$ cat config.mk
export PLATFORM = sky130hd
export DESIGN_NAME = graph_local_complementation_unit_flat
export DESIGN_NICKNAME = d
export VERILOG_FILES = /design/src/glc_pkg.sv /design/src/glc_if.sv /design/src/graph_local_complementation_unit.sv /design/src/glc_ctrl.sv /design/src/glc_dp.sv /design/src/flat_wrapper.sv
export SDC_FILE = /design/constraint.sdc
export NUM_CORES = 2
export LEC_CHECK = 0
export BUFFER_PORTS_ARGS = -buffer_cell sky130_fd_sc_hd__buf_2
export CORE_ASPECT_RATIO = 1.1
export CORE_MARGIN = 5
export CORE_UTILIZATION = 55
export CTS_BUF_LIST = sky130_fd_sc_hd__clkbuf_2
export DETAILED_ROUTE_END_ITERATION = 8
export PLACE_DENSITY_LB_ADDON = 0.12
export SLEW_MARGIN = 30
export SYNTH_ARGS = -nofsm -noshare
export SYNTH_HDL_FRONTEND = slang
export SYNTH_SLANG_ARGS = --single-unit
$ cat constraint.sdc
create_clock -name clk -period 6.8 [get_ports clk]
set_clock_uncertainty 0.1 [all_clocks]
set_input_delay 0.34 -clock clk [delete_from_list [all_inputs] [get_ports clk]]
set_output_delay 0.34 -clock clk [all_outputs]
set_load 0.01 [all_outputs]
$ cat src/glc_pkg.sv
// glc_pkg: shared constants, types and codes for the graph local complementation unit.
// No dependencies. Used by the channel interfaces, controller, datapath and top level.
package glc_pkg;

	localparam int MAX_VERTICES = 32;
	localparam int VIDX_W       = $clog2(MAX_VERTICES);
	localparam int ROW_W        = 32;
	localparam int VCNT_W       = 6;
	localparam int CNT_W        = $clog2(MAX_VERTICES + 1);
	localparam int ACT_W        = 2;
	localparam int PADDR_W      = 3;
	localparam int PDATA_W      = 32;
	localparam int REG_IDX_W    = PADDR_W - 2;

	localparam logic [VCNT_W-1:0]    VCOUNT_RESET     = VCNT_W'(32);
	localparam logic [REG_IDX_W-1:0] REG_VERTEX_COUNT = REG_IDX_W'(0);

	localparam logic [ACT_W-1:0] ACT_WRITE = 2'd0;
	localparam logic [ACT_W-1:0] ACT_PIVOT = 2'd1;
	localparam logic [ACT_W-1:0] ACT_READ  = 2'd2;

	typedef enum logic [3:0] {
		ST_IDLE,
		ST_DECODE,
		ST_WRITE,
		ST_PIV_RD,
		ST_PIV_MASK,
		ST_SWEEP,
		ST_SW_LAST,
		ST_READ,
		ST_RESP
	} glc_state_t;

	typedef struct packed {
		logic              load_item;
		logic              wr_item;
		logic              rd_item;
		logic              rd_sweep;
		logic              wr_sweep;
		logic              cap_mask;
		logic              load_out;
		logic [VIDX_W-1:0] rd_idx;
		logic [VIDX_W-1:0] wr_idx;
	} glc_cmd_t;

	typedef struct packed {
		logic [ACT_W-1:0] action;
		logic             bad;
	} glc_stat_t;

endpackage

$ cat src/glc_if.sv
// glc_in_if / glc_out_if: valid/ready channels for action items and result items.
// Depends on glc_pkg.
interface glc_in_if;
	import glc_pkg::*;

	logic              valid;
	logic              ready;
	logic [ACT_W-1:0]  action;
	logic [VIDX_W-1:0] vertex;
	logic [ROW_W-1:0]  row_bits;
	logic              color_in;

	modport source (output valid, action, vertex, row_bits, color_in, input ready);
	modport sink   (input valid, action, vertex, row_bits, color_in, output ready);
endinterface

interface glc_out_if;
	import glc_pkg::*;

	logic             valid;
	logic             ready;
	logic [ROW_W-1:0] row_out;
	logic             color_out;
	logic             bad_vertex;

	modport source (output valid, row_out, color_out, bad_vertex, input ready);
	modport sink   (input valid, row_out, color_out, bad_vertex, output ready);
endinterface

$ cat src/graph_local_complementation_unit.sv
// Graph local complementation unit: top level with the APB register and channel wiring.
// Depends on glc_pkg, glc_if, glc_ctrl and glc_dp.
//
// Holds a 32-vertex graph as 32 adjacency rows of 32 bits in a row memory with one read and
// one write port, plus one color bit per vertex. One item is taken at a time and gives one
// result. A read goes through decode, memory read and result load; a write through decode,
// row write, memory read and result load; a pivot at a bad vertex like a read. A valid pivot
// reads the pivot row, captures the neighbor mask and sweeps over all 32 rows, each cycle
// reading one row and writing back the previous one if it is a neighbor. The input is ready
// again in the cycle after the result is loaded. A new item is accepted while the previous
// result still waits in the output register. Rows read as zero after reset through per-row
// valid bits; no clearing pass is run. vertex_count sits at byte address 0; the user must
// write it only while no item is in work; the block has no check for this.
module graph_local_complementation_unit (
	input  logic                          clk,
	input  logic                          arst_n,
	glc_in_if.sink                        in_ch,
	glc_out_if.source                     out_ch,
	input  logic                          psel,
	input  logic                          penable,
	input  logic                          pwrite,
	input  logic [glc_pkg::PADDR_W-1:0]   paddr,
	input  logic [glc_pkg::PDATA_W-1:0]   pwdata,
	output logic [glc_pkg::PDATA_W-1:0]   prdata,
	output logic                          pready
);
	import glc_pkg::*;

	logic [VCNT_W-1:0] vertex_count_q;
	logic              reg_hit;
	glc_cmd_t          cmd;
	glc_stat_t         stat;

	assign pready  = 1'b1;
	assign reg_hit = (paddr[PADDR_W-1:2] == REG_VERTEX_COUNT);
	assign prdata  = reg_hit ? PDATA_W'(vertex_count_q) : '0;

	always_ff @(posedge clk or negedge arst_n) begin
		if (!arst_n) begin
			vertex_count_q <= VCOUNT_RESET;
		end else if (psel && penable && pwrite && reg_hit) begin
			vertex_count_q <= pwdata[VCNT_W-1:0];
		end
	end

	glc_ctrl u_ctrl (
		.clk       (clk),
		.arst_n    (arst_n),
		.in_valid  (in_ch.valid),
		.in_ready  (in_ch.ready),
		.out_valid (out_ch.valid),
		.out_ready (out_ch.ready),
		.stat      (stat),
		.cmd       (cmd)
	);

	glc_dp u_dp (
		.clk          (clk),
		.arst_n       (arst_n),
		.cmd          (cmd),
		.stat         (stat),
		.vertex_count (vertex_count_q),
		.action       (in_ch.action),
		.vertex       (in_ch.vertex),
		.row_bits     (in_ch.row_bits),
		.color_in     (in_ch.color_in),
		.row_out      (out_ch.row_out),
		.color_out    (out_ch.color_out),
		.bad_vertex   (out_ch.bad_vertex)
	);

endmodule

$ cat src/glc_ctrl.sv
// glc_ctrl: sequencer for write, read and pivot actions, including the row sweep counter
// and the result slot valid flag. Depends on glc_pkg.
module glc_ctrl (
	input  logic                 clk,
	input  logic                 arst_n,
	input  logic                 in_valid,
	output logic                 in_ready,
	output logic                 out_valid,
	input  logic                 out_ready,
	input  glc_pkg::glc_stat_t   stat,
	output glc_pkg::glc_cmd_t    cmd
);
	import glc_pkg::*;

	glc_state_t       state_q, state_nxt;
	logic [CNT_W-1:0] cnt_q;
	logic [CNT_W-1:0] cnt_m1;
	logic             out_valid_q;

	assign cnt_m1    = cnt_q - CNT_W'(1);
	assign in_ready  = (state_q == ST_IDLE);
	assign out_valid = out_valid_q;

	always_ff @(posedge clk or negedge arst_n) begin
		if (!arst_n) begin
			state_q     <= ST_IDLE;
			cnt_q       <= '0;
			out_valid_q <= 1'b0;
		end else begin
			state_q <= state_nxt;
			if (state_q == ST_PIV_MASK)
				cnt_q <= '0;
			else if (state_q == ST_SWEEP)
				cnt_q <= cnt_q + CNT_W'(1);
			if (cmd.load_out)
				out_valid_q <= 1'b1;
			else if (out_ready)
				out_valid_q <= 1'b0;
		end
	end

	always_comb begin
		state_nxt = state_q;
		case (state_q)
			ST_IDLE:     if (in_valid) state_nxt = ST_DECODE;
			ST_DECODE: begin
				case (stat.action)
					ACT_WRITE: state_nxt = ST_WRITE;
					ACT_PIVOT: state_nxt = stat.bad ? ST_READ : ST_PIV_RD;
					default:   state_nxt = ST_READ;
				endcase
			end
			ST_WRITE:    state_nxt = ST_READ;
			ST_PIV_RD:   state_nxt = ST_PIV_MASK;
			ST_PIV_MASK: state_nxt = ST_SWEEP;
			ST_SWEEP:    if (cnt_q == CNT_W'(MAX_VERTICES - 1)) state_nxt = ST_SW_LAST;
			ST_SW_LAST:  state_nxt = ST_READ;
			ST_READ:     state_nxt = ST_RESP;
			ST_RESP:     if (!out_valid_q || out_ready) state_nxt = ST_IDLE;
			default:     state_nxt = ST_IDLE;
		endcase
	end

	always_comb begin
		cmd        = '0;
		cmd.rd_idx = cnt_q[VIDX_W-1:0];
		cmd.wr_idx = cnt_m1[VIDX_W-1:0];
		case (state_q)
			ST_IDLE:     cmd.load_item = in_valid;
			ST_WRITE:    cmd.wr_item   = 1'b1;
			ST_PIV_RD:   cmd.rd_item   = 1'b1;
			ST_PIV_MASK: cmd.cap_mask  = 1'b1;
			ST_SWEEP: begin
				cmd.rd_sweep = 1'b1;
				cmd.wr_sweep = (cnt_q != '0);
			end
			ST_SW_LAST:  cmd.wr_sweep  = 1'b1;
			ST_READ:     cmd.rd_item   = 1'b1;
			ST_RESP:     cmd.load_out  = !out_valid_q || out_ready;
			default:     cmd.load_item = 1'b0;
		endcase
	end

	a_load_out_slot_free: assert property (@(posedge clk) disable iff (!arst_n)
		cmd.load_out |-> (!out_valid_q || out_ready))
		else $error("result loaded over an unsent result");

	a_one_item_at_a_time: assert property (@(posedge clk) disable iff (!arst_n)
		(in_valid && in_ready) |=> !in_ready)
		else $error("second item accepted while one is in work");

	a_sweep_no_collision: assert property (@(posedge clk) disable iff (!arst_n)
		(cmd.rd_sweep && cmd.wr_sweep) |-> (cmd.rd_idx != cmd.wr_idx))
		else $error("sweep reads and writes the same row");

	a_cnt_bounded: assert property (@(posedge clk) disable iff (!arst_n)
		cnt_q <= CNT_W'(MAX_VERTICES))
		else $error("sweep counter overran the row count");

	a_valid_holds: assert property (@(posedge clk) disable iff (!arst_n)
		(out_valid_q && !out_ready) |=> out_valid_q)
		else $error("result dropped before transfer");

endmodule

$ cat src/glc_dp.sv
// glc_dp: adjacency row memory with per-row valid bits, color register, item and neighbor
// registers, and the result register. Depends on glc_pkg.
module glc_dp (
	input  logic                        clk,
	input  logic                        arst_n,
	input  glc_pkg::glc_cmd_t           cmd,
	output glc_pkg::glc_stat_t          stat,
	input  logic [glc_pkg::VCNT_W-1:0]  vertex_count,
	input  logic [glc_pkg::ACT_W-1:0]   action,
	input  logic [glc_pkg::VIDX_W-1:0]  vertex,
	input  logic [glc_pkg::ROW_W-1:0]   row_bits,
	input  logic                        color_in,
	output logic [glc_pkg::ROW_W-1:0]   row_out,
	output logic                        color_out,
	output logic                        bad_vertex
);
	import glc_pkg::*;

	logic [ACT_W-1:0]        action_q;
	logic [VIDX_W-1:0]       vertex_q;
	logic [ROW_W-1:0]        row_q;
	logic                    color_q;

	logic [ROW_W-1:0]        mem [MAX_VERTICES];
	logic [MAX_VERTICES-1:0] valid_q;
	logic [ROW_W-1:0]        rd_row_s1;
	logic                    rd_vld_s1;
	logic [ROW_W-1:0]        rdata;

	logic [ROW_W-1:0]        n_q;
	logic [ROW_W-1:0]        colors_q;
	logic [ROW_W-1:0]        row_out_q;
	logic                    color_out_q;
	logic                    bad_q;

	logic [VCNT_W-1:0]       count_eff;
	logic [ROW_W-1:0]        active_mask;
	logic                    bad;
	logic                    re;
	logic [VIDX_W-1:0]       raddr;
	logic                    we;
	logic [VIDX_W-1:0]       waddr;
	logic [ROW_W-1:0]        wdata;

	assign count_eff = (vertex_count > VCNT_W'(MAX_VERTICES)) ? VCNT_W'(MAX_VERTICES)
		: vertex_count;

	always_comb begin
		for (int j = 0; j < ROW_W; j++)
			active_mask[j] = (VCNT_W'(j) < count_eff);
	end

	assign bad         = (VCNT_W'(vertex_q) >= count_eff);
	assign stat.action = action_q;
	assign stat.bad    = bad;

	assign re    = cmd.rd_item | cmd.rd_sweep;
	assign raddr = cmd.rd_sweep ? cmd.rd_idx : vertex_q;
	assign rdata = rd_vld_s1 ? rd_row_s1 : '0;

	always_comb begin
		we    = 1'b0;
		waddr = vertex_q;
		wdata = row_q;
		if (cmd.wr_item) begin
			we = 1'b1;
		end else if (cmd.wr_sweep && n_q[cmd.wr_idx]) begin
			we    = 1'b1;
			waddr = cmd.wr_idx;
			wdata = rdata ^ (n_q & ~(ROW_W'(1) << cmd.wr_idx));
		end
	end

	always_ff @(posedge clk) begin
		if (we)
			mem[waddr] <= wdata;
		if (re)
			rd_row_s1 <= mem[raddr];
	end

	always_ff @(posedge clk or negedge arst_n) begin
		if (!arst_n) begin
			valid_q   <= '0;
			rd_vld_s1 <= 1'b0;
			colors_q  <= '0;
		end else begin
			if (we)
				valid_q[waddr] <= 1'b1;
			if (re)
				rd_vld_s1 <= valid_q[raddr];
			if (cmd.wr_item)
				colors_q[vertex_q] <= color_q;
			else if (cmd.cap_mask)
				colors_q <= colors_q ^ (rdata & active_mask);
		end
	end

	always_ff @(posedge clk) begin
		if (cmd.load_item) begin
			action_q <= action;
			vertex_q <= vertex;
			row_q    <= row_bits;
			color_q  <= color_in;
		end
		if (cmd.cap_mask)
			n_q <= rdata & active_mask;
		if (cmd.load_out) begin
			row_out_q   <= rdata;
			color_out_q <= colors_q[vertex_q];
			bad_q       <= bad;
		end
	end

	assign row_out    = row_out_q;
	assign color_out  = color_out_q;
	assign bad_vertex = bad_q;

endmodule

$ cat src/flat_wrapper.sv
// flat-port wrapper written by rule: the top's interface ports become plain ports
module graph_local_complementation_unit_flat import glc_pkg::*;
  (clk, arst_n, psel, penable, pwrite, paddr, pwdata, prdata, pready, in_ch_valid, in_ch_action, in_ch_vertex, in_ch_row_bits, in_ch_color_in, in_ch_ready, out_ch_valid, out_ch_row_out, out_ch_color_out, out_ch_bad_vertex, out_ch_ready);
  glc_in_if in_ch_i ();
  glc_out_if out_ch_i ();
  input  logic clk;
  input  logic arst_n;
  input  logic psel;
  input  logic penable;
  input  logic pwrite;
  input  logic [glc_pkg::PADDR_W-1:0] paddr;
  input  logic [glc_pkg::PDATA_W-1:0] pwdata;
  output logic [glc_pkg::PDATA_W-1:0] prdata;
  output logic pready;
  input wire logic [$bits(in_ch_i.valid)-1:0] in_ch_valid;
  input wire logic [$bits(in_ch_i.action)-1:0] in_ch_action;
  input wire logic [$bits(in_ch_i.vertex)-1:0] in_ch_vertex;
  input wire logic [$bits(in_ch_i.row_bits)-1:0] in_ch_row_bits;
  input wire logic [$bits(in_ch_i.color_in)-1:0] in_ch_color_in;
  output wire logic [$bits(in_ch_i.ready)-1:0] in_ch_ready;
  output wire logic [$bits(out_ch_i.valid)-1:0] out_ch_valid;
  output wire logic [$bits(out_ch_i.row_out)-1:0] out_ch_row_out;
  output wire logic [$bits(out_ch_i.color_out)-1:0] out_ch_color_out;
  output wire logic [$bits(out_ch_i.bad_vertex)-1:0] out_ch_bad_vertex;
  input wire logic [$bits(out_ch_i.ready)-1:0] out_ch_ready;
  assign in_ch_i.valid = in_ch_valid;
  assign in_ch_i.action = in_ch_action;
  assign in_ch_i.vertex = in_ch_vertex;
  assign in_ch_i.row_bits = in_ch_row_bits;
  assign in_ch_i.color_in = in_ch_color_in;
  assign in_ch_ready = in_ch_i.ready;
  assign out_ch_valid = out_ch_i.valid;
  assign out_ch_row_out = out_ch_i.row_out;
  assign out_ch_color_out = out_ch_i.color_out;
  assign out_ch_bad_vertex = out_ch_i.bad_vertex;
  assign out_ch_i.ready = out_ch_ready;
  graph_local_complementation_unit u_core (.clk(clk), .arst_n(arst_n), .in_ch(in_ch_i), .out_ch(out_ch_i), .psel(psel), .penable(penable), .pwrite(pwrite), .paddr(paddr), .pwdata(pwdata), .prdata(prdata), .pready(pready));
endmodule
==> flow_summary_export.csv <==
group,metric,value,unit
run_status,status,"finished, final reports clean",
synth,ys_ff_latch,1244,
placed_design,dp_cells,4019,
global_routing,top_usage_layer,"met2",
clock_tree,path_clk_slew,0.14,ns
sta,slew_viol_final,0,
floorplanning,start_util,0.5540,
clock_tree,ctsRootBufferMaster,"clkbuf_2",
synth,syn_area_per_cell,17.82,um2
placed_design,pre_cts_ws,1.530,ns
synth,synth_top_flop_cell,"edfxtp_1",
routing,vias,29290,
finish,fin_nets,3405,
global_routing,grtUsageTotal,0.2840,
sta,period_minus_slack,5.510,ns
sta,tns,0,ns
power,p_leak,19.91,nW
finish,fillCellCount,6623,
synth,ys_seq_area_frac,0.7340,
sta,hold_viol_final,0,
synth,ys_warn_count,0,
clock_tree,cts_tree,"done",
placed_design,place_area,52520,um2
power,ir_drop,0.2640,mV
synth,ys_top_cells_by_area,"edfxtp_1 (69%), mux4_2 (12%), dfrtp_1 (4.0%), nand2_1 (2.9%), mux2i_1 (0.86%)",
global_routing,gr-usage-met2,0.4452,
clock_tree,insertion_delay,1.54,ns
synth,synthArstFlopShare,0.06592,
floorplanning,die_w,298.4,um
sta,final.period_utilization,0.8103,
finish,utilization,0.6270,
sta,maxSlewHeadroom,0.3146,
clock_tree,numCtsBuffers,317,
sta,whs,0.3111,ns
routing,vias_per_cell,6.230,
clock_tree,cts.sinks,1244,
finish,area_delta_synth_final,13.17,%
placed_design,place.gp.congestion,0.9086,
synth,synth_cell_type_count,76,
global_routing,grt_max_degree,118,
global_routing,grt_pass1_vias,30230,
placed_design,io_buffers,95,
placed_design,dp_hpwl,79450,um
sta,finalSetupViolations,0,
routing,routed_wl,138500,um
critical_path,crit_required,7.78,ns
global_routing,antenna_found_initial,4,
sta,fmax,181.5,MHz
finish,finalNonFillerCells,4701,
synth,synth_commonest_cells,"edfxtp_1 (1162), nand2_1 (387), mux4_2 (273)",
clock_tree,h-tree-depth,5,
floorplanning,pin_count,151,
floorplanning,core_area,90860,um2
critical_path,r2r_slack,1.29,ns
sta,max_slew.worst_pin.slew,1.028,ns
power,finalPower,23.98,mW
sta,worst_slack,1.290,ns
global_routing,use_met3,0.05859,
synth,synth.most_common_cell,"edfxtp_1",
clock_tree,clock_path_buffers,4,
critical_path,criticalPathCategory,"reg2reg",
routing,drt_iter0_drc,3358,
floorplanning,rows,116,
job,drv_cap,0,
sta,rsz0062_at_grt,"no",
critical_path,cp-start-kind,"flop",
global_routing,grt_pass1_wl,201400,um
critical_path,path_max_fanout,49,
worst_hold_path,min_path_type,"in2async",
floorplanning,die-area,97670,um2
routing,antenna_left,0,
global_routing,use_met1,0.3941,
finish,drive_gt1_frac,0.2909,
power,power_density,420.9,nW/um2
routing,drc_errors,0,
synth,synth_cells,2825,
critical_path,worst-endpoint-arrival,6.49,ns
synth,synth_top_area_cell,"edfxtp_1",
critical_path,cp-end-kind,"flop",
synth,synth_top_area_share,0.6932,
routing,drt-wirelength-per-cell,29.47,um
routing,dr.pass1.iters,6,
synth,syn-cell-area,50330,um2
clock_tree,cts_setup_buffers,0,
global_routing,grt_overflow_total,0,
floorplanning,dieHeight,327.3,um
synth,synth_edf_count,1162,
finish,fin_area,56960,um2
## state kept, by name (all words and copies together), names as in the netlist
name                     cells
u_core.u_ctrl.cnt_q          6
u_core.u_dp.row_out         32
u_core.u_ctrl.out_valid      1
u_core.u_dp.rd_row_s1       32
u_core.vertex_count_q        6
u_core.u_dp.row_q           32
u_core.u_dp.color_out        1
u_core.u_dp.vertex_q         5
u_core.u_dp.colors_q        32
u_core.u_dp.action_q         2
u_core.u_ctrl.state_q        4
u_core.u_dp.mem           1024
u_core.u_dp.bad_vertex       1
u_core.u_dp.valid_q         32
u_core.u_dp.n_q             32
u_core.u_dp.rd_vld_s1        1
u_core.u_dp.color_q          1
## critical path, cell delays in order (launching register included)
cell and delay, ns:
dfrtp_1 0.59, inv_1 0.16, ha_1 0.92, mux4_2 0.40, mux2i_1 0.13, nand2_1 0.15
nand4_2 0.20, and2_4 0.49, nor3_4 0.61, a21o_2 0.90, buf_4 0.40
## power by group
part	internal [mW]	switching [mW]	total, mW
clock	2.04	2.95	5.00
combinational	2.77	5.39	8.16
sequential	10.4	0.414	10.8
total	15.2	8.76	24.0
## final cells by class
class,instances,area (um2),area share
antenna,1,2.502,0.00004393
clock buffer,444,2222,0.03901
clock inverter,83,538.0,0.009445
inverter,48,180.2,0.003163
multi-input combinational,1375,12810,0.2249
sequential,1244,36950,0.6486
tap,1180,1476,0.02592
timing repair buffer,326,2788,0.04894
## cell usage in the layout (no fill, tap or decap), types with 62 or more instances in the layout
master | Yosys | layout
edfxtp_1 | 1162 | 1162
clkbuf_2 | 0 | 444
nand2_1 | 387 | 387
mux4_2 | 273 | 273
dlygate4sd3_1 | 0 | 149
buf_2 | 17 | 94
dfrtp_1 | 81 | 81
nand3_1 | 74 | 74
nor2_1 | 85 | 73
buf_4 | 57 | 69
clkinv_1 | 1 | 62
## what timing repair did
action,4_1_cts,5_1_grt
gates resized for setup,0,0
hold buffers,150,0
hold endpoints to repair,205,0
## per-layer routing
layer  wire length [um]  up-vias
met5                  0        -
met4               5780        0
met3              11180      309
met2              66250     1531
met1              55330    15200
li1                   -    12250
## path summary, 6_finish.rpt
kind / cells past startpoint / end / from
setup reg to reg: 10 / u_core.u_dp.mem[23][21] / u_core.u_ctrl.cnt_q[1]
hold / removal: 5 / u_core.u_ctrl.out_valid / arst_n
min in group clk: 1 / u_core.u_dp.valid_q[20] / u_core.u_dp.valid_q[20]
setup / recovery: 10 / u_core.u_dp.mem[23][21] / u_core.u_ctrl.cnt_q[1]
hold reg to reg: 1 / u_core.u_dp.valid_q[20] / u_core.u_dp.valid_q[20]
max in group asynchronous: 6 / u_core.u_dp.valid_q[11] / arst_n
## cell families after synthesis
group	count (synthesis)	share of synthesized area
buffers and inverters	231	0.02265
XOR/XNOR	45	0.007830
other	2	0.0001492
AND/OR/NAND/NOR	675	0.05993
multiplexers	324	0.1327
adder cells (fa/ha/maj)	11	0.002734
AO/OA/AOI/OAI	293	0.03995
flip-flops	1244	0.7340
No activity file was read; power rests on OpenSTA's default activity.
